### src/ffba_fifo.sv
module ffba_fifo #(
   parameter int WIDTH = 8,
   parameter int DEPTH = 2
) (
   input  logic             clock,
   input  logic             reset,
   input  logic             push,
   input  logic [WIDTH-1:0] wdata,
   output logic             full,
   input  logic             pop,
   output logic [WIDTH-1:0] rdata,
   output logic             empty
);

   localparam int PW = (DEPTH > 1) ? $clog2(DEPTH) : 1;
   localparam int CW = $clog2(DEPTH + 1);

   logic [WIDTH-1:0] store_ff [DEPTH];
   logic [PW-1:0]    wr_ptr_ff, wr_ptr_in;
   logic [PW-1:0]    rd_ptr_ff, rd_ptr_in;
   logic [CW-1:0]    count_ff, count_in;
   logic             do_push, do_pop;

   assign full    = (count_ff == CW'(DEPTH));
   assign empty   = (count_ff == '0);
   assign rdata   = store_ff[rd_ptr_ff];
   assign do_push = push && !full;
   assign do_pop  = pop && !empty;

   always_comb begin
      wr_ptr_in = wr_ptr_ff;
      rd_ptr_in = rd_ptr_ff;
      count_in  = count_ff;
      if (do_push) begin
         wr_ptr_in = (wr_ptr_ff == PW'(DEPTH - 1)) ? '0 : wr_ptr_ff + PW'(1);
      end
      if (do_pop) begin
         rd_ptr_in = (rd_ptr_ff == PW'(DEPTH - 1)) ? '0 : rd_ptr_ff + PW'(1);
      end
      if (do_push && !do_pop) begin
         count_in = count_ff + CW'(1);
      end else if (do_pop && !do_push) begin
         count_in = count_ff - CW'(1);
      end
   end

   always_ff @(posedge clock) begin
      if (reset) begin
         wr_ptr_ff <= '0;
         rd_ptr_ff <= '0;
         count_ff  <= '0;
      end else begin
         wr_ptr_ff <= wr_ptr_in;
         rd_ptr_ff <= rd_ptr_in;
         count_ff  <= count_in;
      end
   end

   always_ff @(posedge clock) begin
      if (do_push) begin
         store_ff[wr_ptr_ff] <= wdata;
      end
   end

endmodule

### config.mk
export PLATFORM = sky130hd
export DESIGN_NAME = ffba_fifo
export DESIGN_NICKNAME = d
export VERILOG_FILES = /design/src/ffba_fifo.sv
export SDC_FILE = /design/constraint.sdc
export NUM_CORES = 1
export LEC_CHECK = 0
export BUFFER_PORTS_ARGS = -buffer_cell sky130_fd_sc_hd__buf_2
export CORE_UTILIZATION = 40
export CTS_CLUSTER_DIAMETER = 40
export CTS_CLUSTER_SIZE = 30
export DETAILED_ROUTE_END_ITERATION = 7
export GPL_ROUTABILITY_DRIVEN = 0
export PLACE_DENSITY = 0.67
export SLEW_MARGIN = 25
export SYNTH_ARGS = -nofsm -noshare
export SYNTH_HDL_FRONTEND = slang
export SYNTH_SLANG_ARGS = --single-unit
### constraint.sdc
create_clock -name clock -period 2.05 [get_ports clock]
set_input_delay 0.41 -clock clock [delete_from_list [all_inputs] [get_ports clock]]
set_output_delay 0.41 -clock clock [all_outputs]
set_load 0.02 [all_outputs]
==> run metrics, run 1 <==
Antenna Nets Post-Route 0; CTS buffer count 3; clk sinks 21; crit path DAT 1.36 ns; warning count from the yosys run 0; Tmin final 1.77 ns; final worst setup slack 0.279 ns; Min-Delay Path Class in -> reg; wire length per cell 11.0 um; Power Total 1.17 mW; Fin. Hold Viols 0; Clock power frac 15.9%; Switch Pwr 386 uW; Reg power frac 51.1%; die width 46.5 um; cts repair resizes 0; Setup Skew 0.000570 ns; Post-Route WL 1090 um; ratio of final minimum period to clock period 86.4%; CTS H-Tree Depth 1; placed cell areas 925 sq um; Root Buffer clkbuf_4; Sw Ratio 33.0%; Starting DRT DRC Count 8; initial antenna violation count 0; fin nets 88; TNS Setup 0 ns; Ports 22; CTS tree done; Worst path slowest cell dfxtp_1; Power Internal 783 uW; Longest Clk Path Bufs 2; Post-Syn Area 793 sq um; Cell Chain, Critical Path mux2_2 > buf_2; latest clock arrival within the worst-skew pair 0.29 ns; vias in the first global route 404; Synth-to-Final Area Change 20.0%; setup violators final 0; worst slack at placement 0.480 ns; Seq/Total Area, Yosys 73.2%; Filler cells 152; commonest non-fill, non-tap cell in the layout buf_2; chip height 46.5 um; Core ar. 0.00178 sq mm; port bufs 21; filler-free cell count of the finished design 99; Worst Path Buf+Inv 1; Critical Path Max Stage Delay 0.54 ns; Rel. slew slack 76.1%; global-route wire length before repair 1560 um; gr usage total 10.9%; DRC 0; DIE AREA 0.00217 sq mm; Mapped Cells 50; Crit. End Element primary output; dpl cells 95; max-slew violation count 0; ant diodes 0; CP required 1.64 ns; most frequent cells in the layout buf_2 (21), edfxtp_1 (16), mux2_2 (8); Crit Path Max Fanout 8; Row Count 15; Slew @ Worst Pin 0.358 ns; Finished Cell Area 952 sq um; reg2reg start count_ff[0]; GRT overflow 0; DR pass1 iterations 3; Crit path max-delay family flip-flops; worst hold start wdata[0]; Crit Path Class reg -> out; outcome finished, final reports clean; Startpoint Class flip-flop; Syn Nets 63; Synth Register Bits 21; Leakage 0.381 nW; largest net degree at the start of global routing 13; P per Cell Area 1230 mW/mm^2; postcts setup bufs 0; Via density 4.52; combinational share of power 33.0%; CTS clk-pin slew, worst paths 0.11 ns; Starting Density 44.5%; DP Wirelength 813 um; peak supply drop 778 uV; Netlist cell types 13; syn avg cell area 15.9 sq um; FMAX 0.565 GHz; RSZ-0062 raised after global routing no; fraction of layout cells with a size suffix above 1 45.9%; CTS Hold Buffers Added 0; Max Cap Violations 0; vias post-DR 447
layer usage:
layer,up-vias,track usage [%],share of wire (%)
li1,228,-,-
met1,203,11.8,43
met2,14,17.8,49
met3,2,3.92,6.6
met4,0,7.06,1.4
met5,-,0,0
path summary, 6_finish.rpt:
check             depth (start not counted)             end  slack (ns)
hold / removal                            1  store_ff[1][0]        0.30
setup reg to reg                          4     count_ff[1]        0.48
hold reg to reg                           2       wr_ptr_ff        0.50
setup / recovery                          2        rdata[6]        0.28
worst reg2reg max path, delay by kind of cell, from the launching register on:
kind	cells	cell delay, ns
compound gates	2	0.44
simple gates	1	0.37
flops	1	0.38
fa+ha+maj	1	0.32
synthesized netlist by cell type:
library cell  count  share of area [%]
mux2_2            8                 11
o21ai_0           3                1.9
buf_2             1               0.63
edfxtp_1         16                 61
a21oi_1           2                1.3
ha_1              1                1.6
xor2_1            3                3.3
inv_1             2               0.95
dfxtp_1           5                 13
and2_1            1               0.79
nor2_1            5                2.4
or3_1             2                1.6
nor2b_2           1                1.1
power groups by stage:
stage	registers (mW)	logic, mW	clock network, mW
detailed placement	0.609	0.389	0
floorplan	0.579	0.308	0
finish	0.597	0.386	0.186
CTS	0.600	0.392	0.194
global route	0.610	0.419	0.210
global placement	0.608	0.382	0
registers in the layout (all words and copies together) (netlist names), named ones only:
signal,flops
rd_ptr_ff,1
count_ff,2
wr_ptr_ff,1
store_ff,16
cell families after synthesis:
group | synth area share (%)
simple gates | 5.84
compound gates | 3.15
buf+inv | 1.58
mux | 11.4
xor+xnor | 3.31
flops | 73.2
fa+ha+maj | 1.58
through the flow:
| step | util [%] | hold slack (ns) |
|---|---|---|
| floorplan | - | 0.452 |
| global placement | 51.9 | 0.467 |
| detailed placement | 51.9 | 0.484 |
| CTS | 53.4 | 0.291 |
| global route | 53.4 | 0.283 |
| finish | 53.4 | 0.303 |
layout make-up:
type                       instances  area (sq um)  share of cell area, %
multi-input combinational         26           200                   21.0
clock inverter                     1          5.00                  0.526
timing repair buffer              21           105                   11.0
inverter                           2          7.51                  0.788
clock buffer                       3          22.5                   2.37
tap                               25          31.3                   3.29
sequential                        21           581                   61.0
No activity file was read; power rests on OpenSTA's default activity.
==> run 2, diff against run 1 <==
Settings changed: ABC_CLOCK_PERIOD_IN_PS set to 2050, CAP_MARGIN set to 20, CORE_UTILIZATION 40 to 48, PLACE_DENSITY 0.67 to 0.77.
==> run 2 against run 1 <==
Compared with the run above: power grew 0.90%; worst setup slack worse by 0.016 ns; sequential cell count unchanged; via count rose by 4.9%; final area decreased by 1.2%; clock-buffer cell count is the same; die area down 16%; hold slack worse by 0.0097 ns; sequential share of layout area rose by 0.73 points; clock skew rose by 0.0083 ns; highest routed layer unchanged.
==> run metrics, run 2 (synthesis gave the netlist of run 1 again) <==
outcome finished, final reports clean; Crit. End Element primary output; gr usage total 15.0%; Min-Delay Path Class in -> reg; Starting Density 52.1%; DIE AREA 0.00182 sq mm; routed wl met2 691 um; P per Cell Area 1250 mW/mm^2; initial antenna violation count 0; largest net degree at the start of global routing 13; CTS buffer count 3; Reg with most FFs store_ff; ant diodes 0; Crit Path Class reg -> out; register-to-register setup slack 0.45 ns; DRC 0; fraction of layout cells with a size suffix above 1 45.9%; CTS clk-pin slew, worst paths 0.12 ns; FMAX 0.560 GHz; Tmin final 1.79 ns; die width 42.7 um; Worst Path Buf+Inv 1; CP required 1.64 ns; Met1 Wirelength 446 um; dpl cells 86; CTS Hold Buffers Added 0; filler-free cell count of the finished design 90; Top Layer Used met4; Antenna Nets Post-Route 0; cts repair resizes 0; vias in the first global route 490; Finished Cell Area 941 sq um; Hold Path Cell Cnt 1; latest clock arrival within the worst-skew pair 0.29 ns; Fin. Hold Viols 0; register area 581 sq um; Row Count 14; Synth-to-Final Area Change 18.6%; most frequent cells in the layout buf_2 (21), edfxtp_1 (16), mux2_2 (8); max FFs per register 16; clk sinks 21; commonest non-fill, non-tap cell in the layout buf_2; Min Hold Slack 0.293 ns; CTS H-Tree Depth 1; Setup Skew 0.00885 ns; FF-to-FF End count_ff[1]; worst hold endpoint store_ff[0][3]; Startpoint Class flip-flop; postcts setup bufs 0; Starting DRT DRC Count 3; Post-Route WL 1210 um; Via density 5.21; CTS tree done; met3 wire len 62 um; placed cell areas 913 sq um; Cell Chain, Critical Path mux2_2 > buf_2; ratio of final minimum period to clock period 87.2%; Slew @ Worst Pin 0.396 ns; Leakage 0.381 nW; RSZ-0062 raised after global routing no; setup violators final 0; GRT overflow 0; Final Util 61.7%; worst hold start wdata[3]; area of the multi-input gates 200 sq um; Core ar. 0.00152 sq mm; reg2reg start count_ff[0]; DR pass1 iterations 4; Ports 22; max-slew violation count 0; Crit Path Max Fanout 8; Longest Clk Path Bufs 2; global-route wire length before repair 1920 um; chip height 42.7 um; Root Buffer clkbuf_4; Worst path slowest cell dfxtp_1; vias post-DR 469; peak supply drop 847 uV; crit path DAT 1.38 ns; TNS Setup 0 ns; fin nets 88; R2R cell count 4; port bufs 21; Critical Path Max Stage Delay 0.54 ns; Max Cap Violations 0; Regs by FF count store_ff x16, count_ff x2; Crit path max-delay family flip-flops; Filler cells 130; Rel. slew slack 73.6%; wire length per cell 13.4 um
[run 2: cell counts in the layout (fill, tap and decap cells not counted)]
No cell type changed its count.
[run 2: worst max path at each step]
stage,start,to,slack (ns),cells after the start
6_report,flip-flop,rdata[2],0.26,2
5_1_grt,flip-flop,rdata[2],0.18,2
4_1_cts,flip-flop,rdata[2],0.23,2
3_5_place_dp,count_ff[0],count_ff[1],0.47,4
3_3_place_gp,pop,count_ff[1],0.54,5
2_1_floorplan,count_ff[1],count_ff[1],0.46,5
[run 2: per-layer routing]
metal,GRT usage [%],vias to the layer above
li1,-,231
met1,13.6,223
met2,28.8,13
met3,3.40,2
met4,9.38,0
met5,0,-
[run 2: area by class of cell]
type                    count  share of cell area (%)
repair buffers             21                    11.2
inverters                   2                   0.798
multi-input cells          26                    21.3
clock inverters             1                   0.532
well taps                  16                    2.13
clock buffers               3                    2.39
flip-flops and latches     21                    61.7
[run 2: per-stage QoR]
stage	power [mW]	setup slack, ns
after global routing	1.25	0.179
after CTS	1.19	0.227
after global placement	0.986	0.542
after detailed placement	1.00	0.471
after floorplan	0.887	0.463
final	1.18	0.263
[run 2: report_power, final]
group	leakage (nW)	total [mW]	switching, mW	internal [mW]
Sequential	0.191	0.598	0.0548	0.543
Combinational	0.172	0.391	0.223	0.168
Clock	0.0177	0.190	0.118	0.0725
Total	0.381	1.18	0.395	0.784
