<file path="src/ffba_pkg.sv">
package ffba_pkg;

   localparam int DEFAULT_HEAP_WORDS = 1024;

   localparam int LEN_W    = 12;
   localparam int ADDR_W   = 12;
   localparam int REQ_W    = 12;
   localparam int NEED_W   = 10;
   localparam int TGT_W    = 10;
   localparam int FMT_W    = 10;

   localparam logic [REQ_W-1:0] HEAP_REQUEST_RESET = 12'd4084;

   // Header bytes plus round-up slack, applied before the divide by 8.
   localparam logic [REQ_W:0] NEED_BIAS = 13'd11;
   localparam logic [REQ_W:0] FMT_BIAS  = 13'd19;

   localparam int CMD_DEPTH = 2;
   localparam int RSP_DEPTH = 2;

   typedef enum logic [1:0] {
      FUNC_FORMAT   = 2'd0,
      FUNC_ALLOC    = 2'd1,
      FUNC_FREE     = 2'd2,
      FUNC_COALESCE = 2'd3
   } func_type;

   typedef enum logic [1:0] {
      STATUS_OK            = 2'd0,
      STATUS_NO_SPACE      = 2'd1,
      STATUS_NOT_FORMATTED = 2'd2,
      STATUS_NOT_ALLOCATED = 2'd3
   } status_type;

   typedef struct packed {
      logic [1:0]       func;
      logic [LEN_W-1:0] alloc_length;
      logic [ADDR_W-1:0] block_addr;
   } req_type;

   typedef struct packed {
      logic [ADDR_W-1:0] payload_addr;
      status_type        status;
   } rsp_type;

   // Classified command handed from the front to the back.
   typedef struct packed {
      func_type          op;
      logic [NEED_W-1:0] need_units;
      logic [TGT_W-1:0]  tgt_word;
      logic              tgt_ok;
      logic [FMT_W-1:0]  fmt_units;
   } cmd_type;

endpackage

</file>
<file path="src/ffba_front.sv">
module ffba_front #(
   parameter int HEAP_WORDS = ffba_pkg::DEFAULT_HEAP_WORDS
) (
   input  logic                        clock,
   input  logic                        reset,
   input  logic                        req_push,
   input  ffba_pkg::req_type           req_data,
   output logic                        req_full,
   input  logic                        csr_write,
   input  logic [ffba_pkg::REQ_W-1:0]  csr_wdata,
   output logic                        cmd_push,
   output ffba_pkg::cmd_type           cmd_data,
   input  logic                        cmd_full
);

   localparam int CAP_UNITS = HEAP_WORDS / 2;

   logic [ffba_pkg::REQ_W-1:0] heap_request_ff, heap_request_in;
   logic [ffba_pkg::REQ_W:0]   need_sum;
   logic [ffba_pkg::REQ_W:0]   fmt_sum;
   logic [ffba_pkg::FMT_W-1:0] fmt_raw;

   assign req_full = cmd_full;
   assign cmd_push = req_push && !cmd_full;

   assign heap_request_in = csr_write ? csr_wdata : heap_request_ff;

   always_ff @(posedge clock) begin
      if (reset) begin
         heap_request_ff <= ffba_pkg::HEAP_REQUEST_RESET;
      end else begin
         heap_request_ff <= heap_request_in;
      end
   end

   // Size in 8-byte units: (length + 4) rounded up, heap (request + 12) rounded up.
   assign need_sum = (ffba_pkg::REQ_W + 1)'(req_data.alloc_length) + ffba_pkg::NEED_BIAS;
   assign fmt_sum  = (ffba_pkg::REQ_W + 1)'(heap_request_ff) + ffba_pkg::FMT_BIAS;
   assign fmt_raw  = ffba_pkg::FMT_W'(fmt_sum >> 3);

   always_comb begin
      cmd_data.op         = ffba_pkg::func_type'(req_data.func);
      cmd_data.need_units = ffba_pkg::NEED_W'(need_sum >> 3);
      // Payload offset maps to header word (offset / 4) - 1.
      cmd_data.tgt_ok     = (req_data.block_addr[1:0] == 2'b00) &&
                            (req_data.block_addr[ffba_pkg::ADDR_W-1:2] != '0);
      cmd_data.tgt_word   = ffba_pkg::TGT_W'(req_data.block_addr[ffba_pkg::ADDR_W-1:2])
                            - ffba_pkg::TGT_W'(1);
      // Clip the heap to the store size.
      if (32'(fmt_raw) > CAP_UNITS) begin
         cmd_data.fmt_units = ffba_pkg::FMT_W'(CAP_UNITS);
      end else begin
         cmd_data.fmt_units = fmt_raw;
      end
   end

endmodule

</file>
<file path="config.mk">
export PLATFORM = sky130hd
export DESIGN_NAME = ffba_front
export DESIGN_NICKNAME = d
export VERILOG_FILES = /design/src/ffba_pkg.sv /design/src/ffba_front.sv
export SDC_FILE = /design/constraint.sdc
export NUM_CORES = 1
export LEC_CHECK = 0
export BUFFER_PORTS_ARGS = -buffer_cell sky130_fd_sc_hd__buf_2
export CAP_MARGIN = 20
export CORE_ASPECT_RATIO = 1.75
export CORE_MARGIN = 2
export CORE_UTILIZATION = 39
export DETAILED_ROUTE_END_ITERATION = 6
export PLACE_DENSITY = 0.81
export RECOVER_POWER = 50
export SKIP_CTS_REPAIR_TIMING = 1
export SLEW_MARGIN = 0
export SYNTH_ARGS = -nofsm -noshare
export SYNTH_HDL_FRONTEND = slang
export SYNTH_SLANG_ARGS = --single-unit
export TNS_END_PERCENT = 50
</file>
<file path="constraint.sdc">
create_clock -name clock -period 1.2 [get_ports clock]
set_input_delay 0.12 -clock clock [delete_from_list [all_inputs] [get_ports clock]]
set_output_delay 0.12 -clock clock [all_outputs]
set_load 0.05 [all_outputs]
</file>
==> metrics.md, run 1 <==
| Metric | Value |
|---|---|
| Hpwl dp | 3112 um |
| Total Wirelength | 6260 um |
| Combinational power share | 0.615 |
| First-pass iteration count of the detailed router | 4 |
| Largest net degree at the start of global routing | 22 |
| Worst setup path category | in -> out |
| Status | finished, violations left |
| GP Congestion | 0.8257 |
| H-tree depth | 1 |
| Critical Path AT | 1610 ps |
| CTS Buf Count | 3 |
| Clock Latency Late Sink | 240 ps |
| Synthesized instance count | 118 |
| Switching Share | 0.4490 |
| Max FFs per register | 12 |
| Total core area | 2492 um2 |
| Max Freq | 578.0 MHz |
| Clock Tree Root | clkbuf_8 |
| Clock tree sinks | 12 |
| Worst Setup End Kind | output port |
| Biggest regs | heap_request_ff (12) |
| Number of synthesized register bits | 12 |
| Internal power | 0.001206 W |
| Design area | 2326 um2 |
| Synth unique cells | 31 |
| Synth area leader | dfxtp_1 |
| Antenna cells | 0 |
| PortBufs | 73 |
| Warnings from Yosys | 0 |
| Tightest Hold Check Type | in -> reg |
| Fraction of layout cells with a size suffix above 1 | 0.7325 |
| Io pins | 78 |
| Pleak | 1.059 nW |
| WP buf/inv | 3 |
| Sequential element share of the synthesized area | 0.2367 |
| Die width | 42.56 um |
| Final Hold Fails | 0 |
| Routed length per instance | 24.65 um |
| Initial antenna violation count | 0 |
| Min Tclk post-route | 1730 ps |
| Iteration-0 DRC Markers | 88 |
| Flop pwr share | 0.211 |
| Clk slew on worst S/H paths | 50 ps |
| DP Area | 2034 um2 |
| Worst-margin pin slew | 624.5 ps |
| First-pass GRT wire length | 5975 um |
| Max_slew headroom | 0.5855 |
| # setup viols final | 27 |
| Max Transition Viols Final | 0 |
| Post-route ant nets | 0 |
| Grt ovf | 0 |
| Net Switching | 0.0009823 W |
| PwrDens | 940.7 nW/um2 |
| Area growth, synth to finish | 129.2% |
| Worst stage delay on the critical path | 610 ps |
| Final net count | 273 |
| Vias per Instance | 5.961 |
| CTS max path bufs | 2 |
| Die area | 3042 um2 |
| Share of the synthesized area in the top cell type | 0.2367 |
| Crit path required time | 1080 ps |
| CP Max Fanout | 4 |
| # rows | 24 |
| Mapped Nets | 162 |
| Die Y | 71.48 um |
| Initial Util | 0.4071 |
| Leading cell type in the layout, fill and taps excluded | buf_2 |
| Vias | 1514 |
| Maximum vdd ir drop | 0.8067 mV |
| Post-route setup TNS | -7103 ps |
| Max_cap viols | 0 |
| Syn Area/Cell | 8.599 um2 |
| Clock skew | 0 ps |
| Synth area leaders | dfxtp_1 24%, xnor2_1 15%, a211o_1 7.8%, xor2_1 6.9%, nor2b_1 6.8% |
| Number of global-route vias before repair | 1379 |
| Failing checks | setup timing |
| Crit-path leading delay family | simple AND/OR/NAND/NOR gates |
| Post-route setup slack | -530.1 ps |
| Crit start category | primary input |
| Post-synthesis instance area | 1015 um2 |
| Period utilization | 1.442 |
| RSZ-0062 raised after global routing | yes |
| Crit-path cells | buf_8, or4_4, nor3_2, buf_4, xor2_4, buf_6 |
| Crit-path slowest cell | or4_4 |
| Residual DRC | 0 |
| Total GRT Usage | 0.2537 |
| Fillcell total | 88 |
| Most frequent cells in the layout | 42 x buf_2, 41 x buf_4, 20 x buf_6, 10 x nor2b_1 |
| Biggest register | heap_request_ff |
| CTS tree | done |
| Clock share of power | 0.174 |
==> layout make-up <==
class / count / area (um2) / share of cell area
Sequential cell: 12 / 254.0 / 0.1092
Multi-Input combinational cell: 92 / 1135 / 0.4879
Clock buffer: 4 / 45.04 / 0.01937
Inverter: 4 / 18.77 / 0.008069
Timing Repair Buffer: 116 / 840.8 / 0.3615
Tap cell: 26 / 32.53 / 0.01399
==> cells by family after synthesis <==
| kind of cell | synth area share |
|---|---|
| buffers and inverters | 0.06535 |
| AND/OR/NAND/NOR | 0.2294 |
| flip-flops | 0.2367 |
| multiplexers | 0.02959 |
| adder cells (fa/ha/maj) | 0.01233 |
| XOR/XNOR | 0.2158 |
| AO/OA/AOI/OAI | 0.2109 |
==> routing by layer <==
| layer | up-vias | share of wire | global-route usage |
|---|---|---|---|
| met4 | 0 | 0.063 | 0.1215 |
| met1 | 717 | 0.33 | 0.2238 |
| met3 | 33 | 0.065 | 0.01511 |
| met5 | - | 0 | 0 |
| met2 | 128 | 0.55 | 0.5368 |
| li1 | 636 | - | - |
==> cells in the mapped netlist <==
cell	number
buf_2	2
or3_1	2
nor4_4	1
and4_1	4
a21oi_1	1
o21bai_1	1
a211oi_1	1
dfxtp_1	12
o2111ai_1	4
xor2_1	8
o211a_2	1
or4_1	1
o21ai_1	2
mux2i_1	3
a211o_1	9
and2_1	1
nor2b_1	11
inv_1	4
xnor2_1	17
nor4_2	1
nor2_1	8
ha_1	1
buf_4	3
o21a_1	1
nor3_2	1
clkbuf_1	5
o21ai_0	3
nor3_1	2
o211ai_1	5
nand2_1	2
or4_4	1
==> per-stage QoR <==
| stage | hold slack [ps] | instances | worst slack [ps] | power (W) | utilization |
|---|---|---|---|---|---|
| after floorplan | 218.6 | 118 | -316.7 | 0.001256 | - |
| after global placement | 240.3 | 245 | -475.0 | 0.001557 | 0.8163 |
| after detailed placement | 240.3 | 245 | -507.8 | 0.001592 | 0.8163 |
| after CTS | 81.82 | 249 | -519.7 | 0.001970 | 0.8343 |
| after global routing | 100.6 | 254 | -539.9 | 0.002254 | 0.9332 |
| final | 101.7 | 254 | -530.1 | 0.002188 | 0.9332 |
==> path summary, 6_finish.rpt <==
| kind | from | depth (start not counted) | to | slack (ps) |
|---|---|---|---|---|
| max | req_data[7] | 6 | cmd_data[20] | -530 |
| min | csr_wdata[6] | 2 | heap_request_ff[6] | 100 |
| max reg2reg | heap_request_ff[4] | 3 | heap_request_ff[4] | 180 |
| min reg2reg | heap_request_ff[0] | 3 | heap_request_ff[0] | 660 |
==> power groups by stage <==
stage,clock network (W),logic (W),registers (W)
2_1_floorplan,0,0.000791,0.000465
3_3_place_gp,0,0.00110,0.000458
3_5_place_dp,0,0.00113,0.000461
4_1_cts,0.000381,0.00114,0.000454
5_1_grt,0.000407,0.00138,0.000465
6_report,0.000381,0.00134,0.000462
==> worst reg2reg max path, cell delays in order, from the launching register on <==
cell and delay, ps:
dfxtp_2 370, buf_4 160, nor2b_1 130, a211o_1 240
(Power assumes the default switching activity.)
==> run 2: changes to the inputs <==
- BUFFER_PORTS_ARGS: -buffer_cell sky130_fd_sc_hd__buf_2 -> -buffer_cell sky130_fd_sc_hd__buf_4
==> run 2 against run 1 <==
  * Worst setup slack got worse by 22 ps
  * Power increased by 1.8%
  * Non-clock buffer count down 6
  * Highest routed layer unchanged
  * Hold slack got worse by 8.2 ps
  * Maximum frequency decreased by 1.2%
  * Core utilization up 2.4 points
  * The flow still finishes with violations (setup timing)
  * Global-route usage grew 0.33 points
  * Critical path depth shrank 1
  * First-iteration DRC count decreased by 25%
  * Clock power about the same
  * Largest power group unchanged
  * Sequential share of layout area decreased by 0.27 points
==> metrics.md, run 2 (synthesized netlist as in run 1, its figures left out) <==
| Metric | Value |
|---|---|
| CTS Buf Count | 3 (unchanged) |
| Fin Hold WS | 93.43 ps (was 101.7 ps) |
| H-tree depth | 1 (unchanged) |
| Vias | 1480 (was 1514) |
| Fillcell total | 57 (was 88) |
| Setup Slack @ Placement | -449.1 ps (was -507.8 ps) |
| Die Y | 71.48 um (unchanged) |
| Worst r2r src | heap_request_ff[6] (was heap_request_ff[4]) |
| Post-route ant nets | 0 (unchanged) |
| PwrDens | 933.9 nW/um2 (was 940.7 nW/um2) |
| Hpwl dp | 3094 um (was 3112 um) |
| # rows | 24 (unchanged) |
| Worst setup path category | reg -> out (was in -> out) |
| Failing checks | setup timing (unchanged) |
| Reg-to-Reg End | heap_request_ff[6] (was heap_request_ff[4]) |
| Fraction of layout cells with a size suffix above 1 | 0.7477 (was 0.7325) |
| GP Congestion | 0.8229 (was 0.8257) |
| Period utilization | 1.460 (was 1.442) |
| First-pass GRT wire length | 6078 um (was 5975 um) |
| Post-route setup TNS | -7443 ps (was -7103 ps) |
| Clock tree sinks | 12 (unchanged) |
| CTS tree | done (unchanged) |
| Crit-path slowest cell | dfxtp_2 (was or4_4) |
| Max_cap viols | 0 (unchanged) |
| Die width | 42.56 um (unchanged) |
| Max Transition Viols Final | 0 (unchanged) |
| Crit-path leading delay family | compound AO/OA/AOI/OAI gates (was simple AND/OR/NAND/NOR gates) |
| Crit path required time | 1080 ps (about the same) |
| Worst stage delay on the critical path | 320 ps (was 610 ps) |
| Total Wirelength | 6006 um (was 6260 um) |
| Initial Util | 0.4071 (unchanged) |
| Area growth, synth to finish | 135.0% (was 129.2%) |
| Biggest register | heap_request_ff (unchanged) |
| Biggest regs | heap_request_ff (12) (unchanged) |
| CP Max Fanout | 8 (was 4) |
| Tightest Hold Check Type | in -> reg (unchanged) |
| Fin cells | 248 (was 254) |
| Clock Tree Root | clkbuf_8 (unchanged) |
| Leading cell type in the layout, fill and taps excluded | buf_4 (was buf_2) |
| Maximum vdd ir drop | 1.426 mV (was 0.8067 mV) |
| Antenna cells | 0 (unchanged) |
| Initial antenna violation count | 0 (unchanged) |
| Number of global-route vias before repair | 1398 (was 1379) |
| R2R setup slack | 220 ps (was 180 ps) |
| Final Hold Fails | 0 (unchanged) |
| Setup crit end | cmd_data[4] (was cmd_data[20]) |
| Max_slew headroom | 0.6027 (was 0.5855) |
| Worst-margin pin slew | 598.5 ps (was 624.5 ps) |
| Max FFs per register | 12 (unchanged) |
| Residual DRC | 0 (unchanged) |
| Design area | 2385 um2 (was 2326 um2) |
| # placed instances | 240 (was 245) |
| Iteration-0 DRC Markers | 66 (was 88) |
| DP Area | 2180 um2 (was 2034 um2) |
| Worst path depth | 5 (was 6) |
| Worst Reg-to-Reg Cells | 3 (unchanged) |
| RSZ-0062 raised after global routing | yes (unchanged) |
| Post-route setup slack | -551.8 ps (was -530.1 ps) |
| Worst Setup End Kind | output port (unchanged) |
| Multi-input logic area | 1145 um2 (was 1135 um2) |
| Crit-path cells | o211a_4, o211ai_1, buf_4, xnor2_4, buf_6 (was buf_8, or4_4, nor3_2, buf_4, xor2_4, buf_6) |
| Clk slew on worst S/H paths | 50 ps (about the same) |
| Die area | 3042 um2 (unchanged) |
| Status | finished, violations left (unchanged) |
| Max Freq | 570.8 MHz (was 578.0 MHz) |
| Min Tclk post-route | 1752 ps (was 1730 ps) |
| Start point of the critical path | heap_request_ff[1] (was req_data[7]) |
| First-pass iteration count of the detailed router | 5 (was 4) |
| Total GRT Usage | 0.2571 (was 0.2537) |
| Final net count | 267 (was 273) |
| Io pins | 78 (unchanged) |
| Most frequent cells in the layout | 87 x buf_4, 20 x buf_6, 10 x nor2b_1, 9 x xnor2_2, 9 x a211o_1 (was 42 x buf_2, 41 x buf_4, 20 x buf_6, 10 x nor2b_1) |
| Pleak | 1.068 nW (was 1.059 nW) |
| Routed length per instance | 24.22 um (was 24.65 um) |
| Vias per Instance | 5.968 (was 5.961) |
| Total core area | 2492 um2 (unchanged) |
| Critical Path AT | 1630 ps (was 1610 ps) |
| Clock skew | 0 ps (unchanged) |
| Clock Latency Late Sink | 240 ps (about the same) |
| CTS max path bufs | 2 (unchanged) |
| Largest net degree at the start of global routing | 22 (unchanged) |
| Crit start category | flip-flop (was primary input) |
| # setup viols final | 24 (was 27) |
| Register area | 254.0 um2 (unchanged) |
| Grt ovf | 0 (unchanged) |
| PortBufs | 73 (unchanged) |
| WP buf/inv | 2 (was 3) |
-- run 2: cell types whose count changed in the layout (fill, tap and decap cells not counted), sizes merged --
| cell | previous run | this run |
|---|---|---|
| buf | 105 | 107 |
| clkbuf | 15 | 7 |
-- run 2: how the worst min path moves through the flow --
stage / slack, ps / startpoint / depth (start not counted) / endpoint
after floorplan: 220 / reset / 1 / heap_request_ff[11]
after global placement: 240 / req_data[25] / 0 / cmd_data[32]
after detailed placement: 240 / req_data[25] / 0 / cmd_data[32]
after CTS: 80 / csr_wdata[4] / 2 / heap_request_ff[4]
after global routing: 90 / csr_wdata[7] / 2 / heap_request_ff[7]
final: 90 / csr_wdata[7] / 2 / heap_request_ff[7]
-- run 2: metal layers --
layer	wire length, um	vias to the layer above	GRT usage
li1	-	625	-
met1	1896	715	0.2484
met2	3312	104	0.5197
met3	329	36	0.03778
met4	467	0	0.09375
met5	0	-	0
-- run 2: through the flow --
| stage | power (W) | util |
|---|---|---|
| detailed placement | 0.001691 | 0.8745 |
| global placement | 0.001656 | 0.8745 |
| CTS | 0.002072 | 0.8926 |
| floorplan | 0.001256 | - |
| global route | 0.002289 | 0.9568 |
| finish | 0.002227 | 0.9568 |
-- run 2: final cells by class --
cell class | instances | area share
tap | 26 | 0.01364
clock buffer | 4 | 0.01889
multi-input combinational | 92 | 0.4801
sequential | 12 | 0.1065
timing repair buffer | 110 | 0.3730
inverter | 4 | 0.007870
-- run 2: where the power goes --
| group | internal (W) | total, W | leakage [nW] | switching [W] |
|---|---|---|---|---|
| logic | 0.000585 | 0.00139 | 0.946 | 0.000801 |
| registers | 0.000428 | 0.000460 | 0.0994 | 0.0000314 |
| clock network | 0.000234 | 0.000382 | 0.0228 | 0.000148 |
| total | 0.00125 | 0.00223 | 1.07 | 0.000980 |
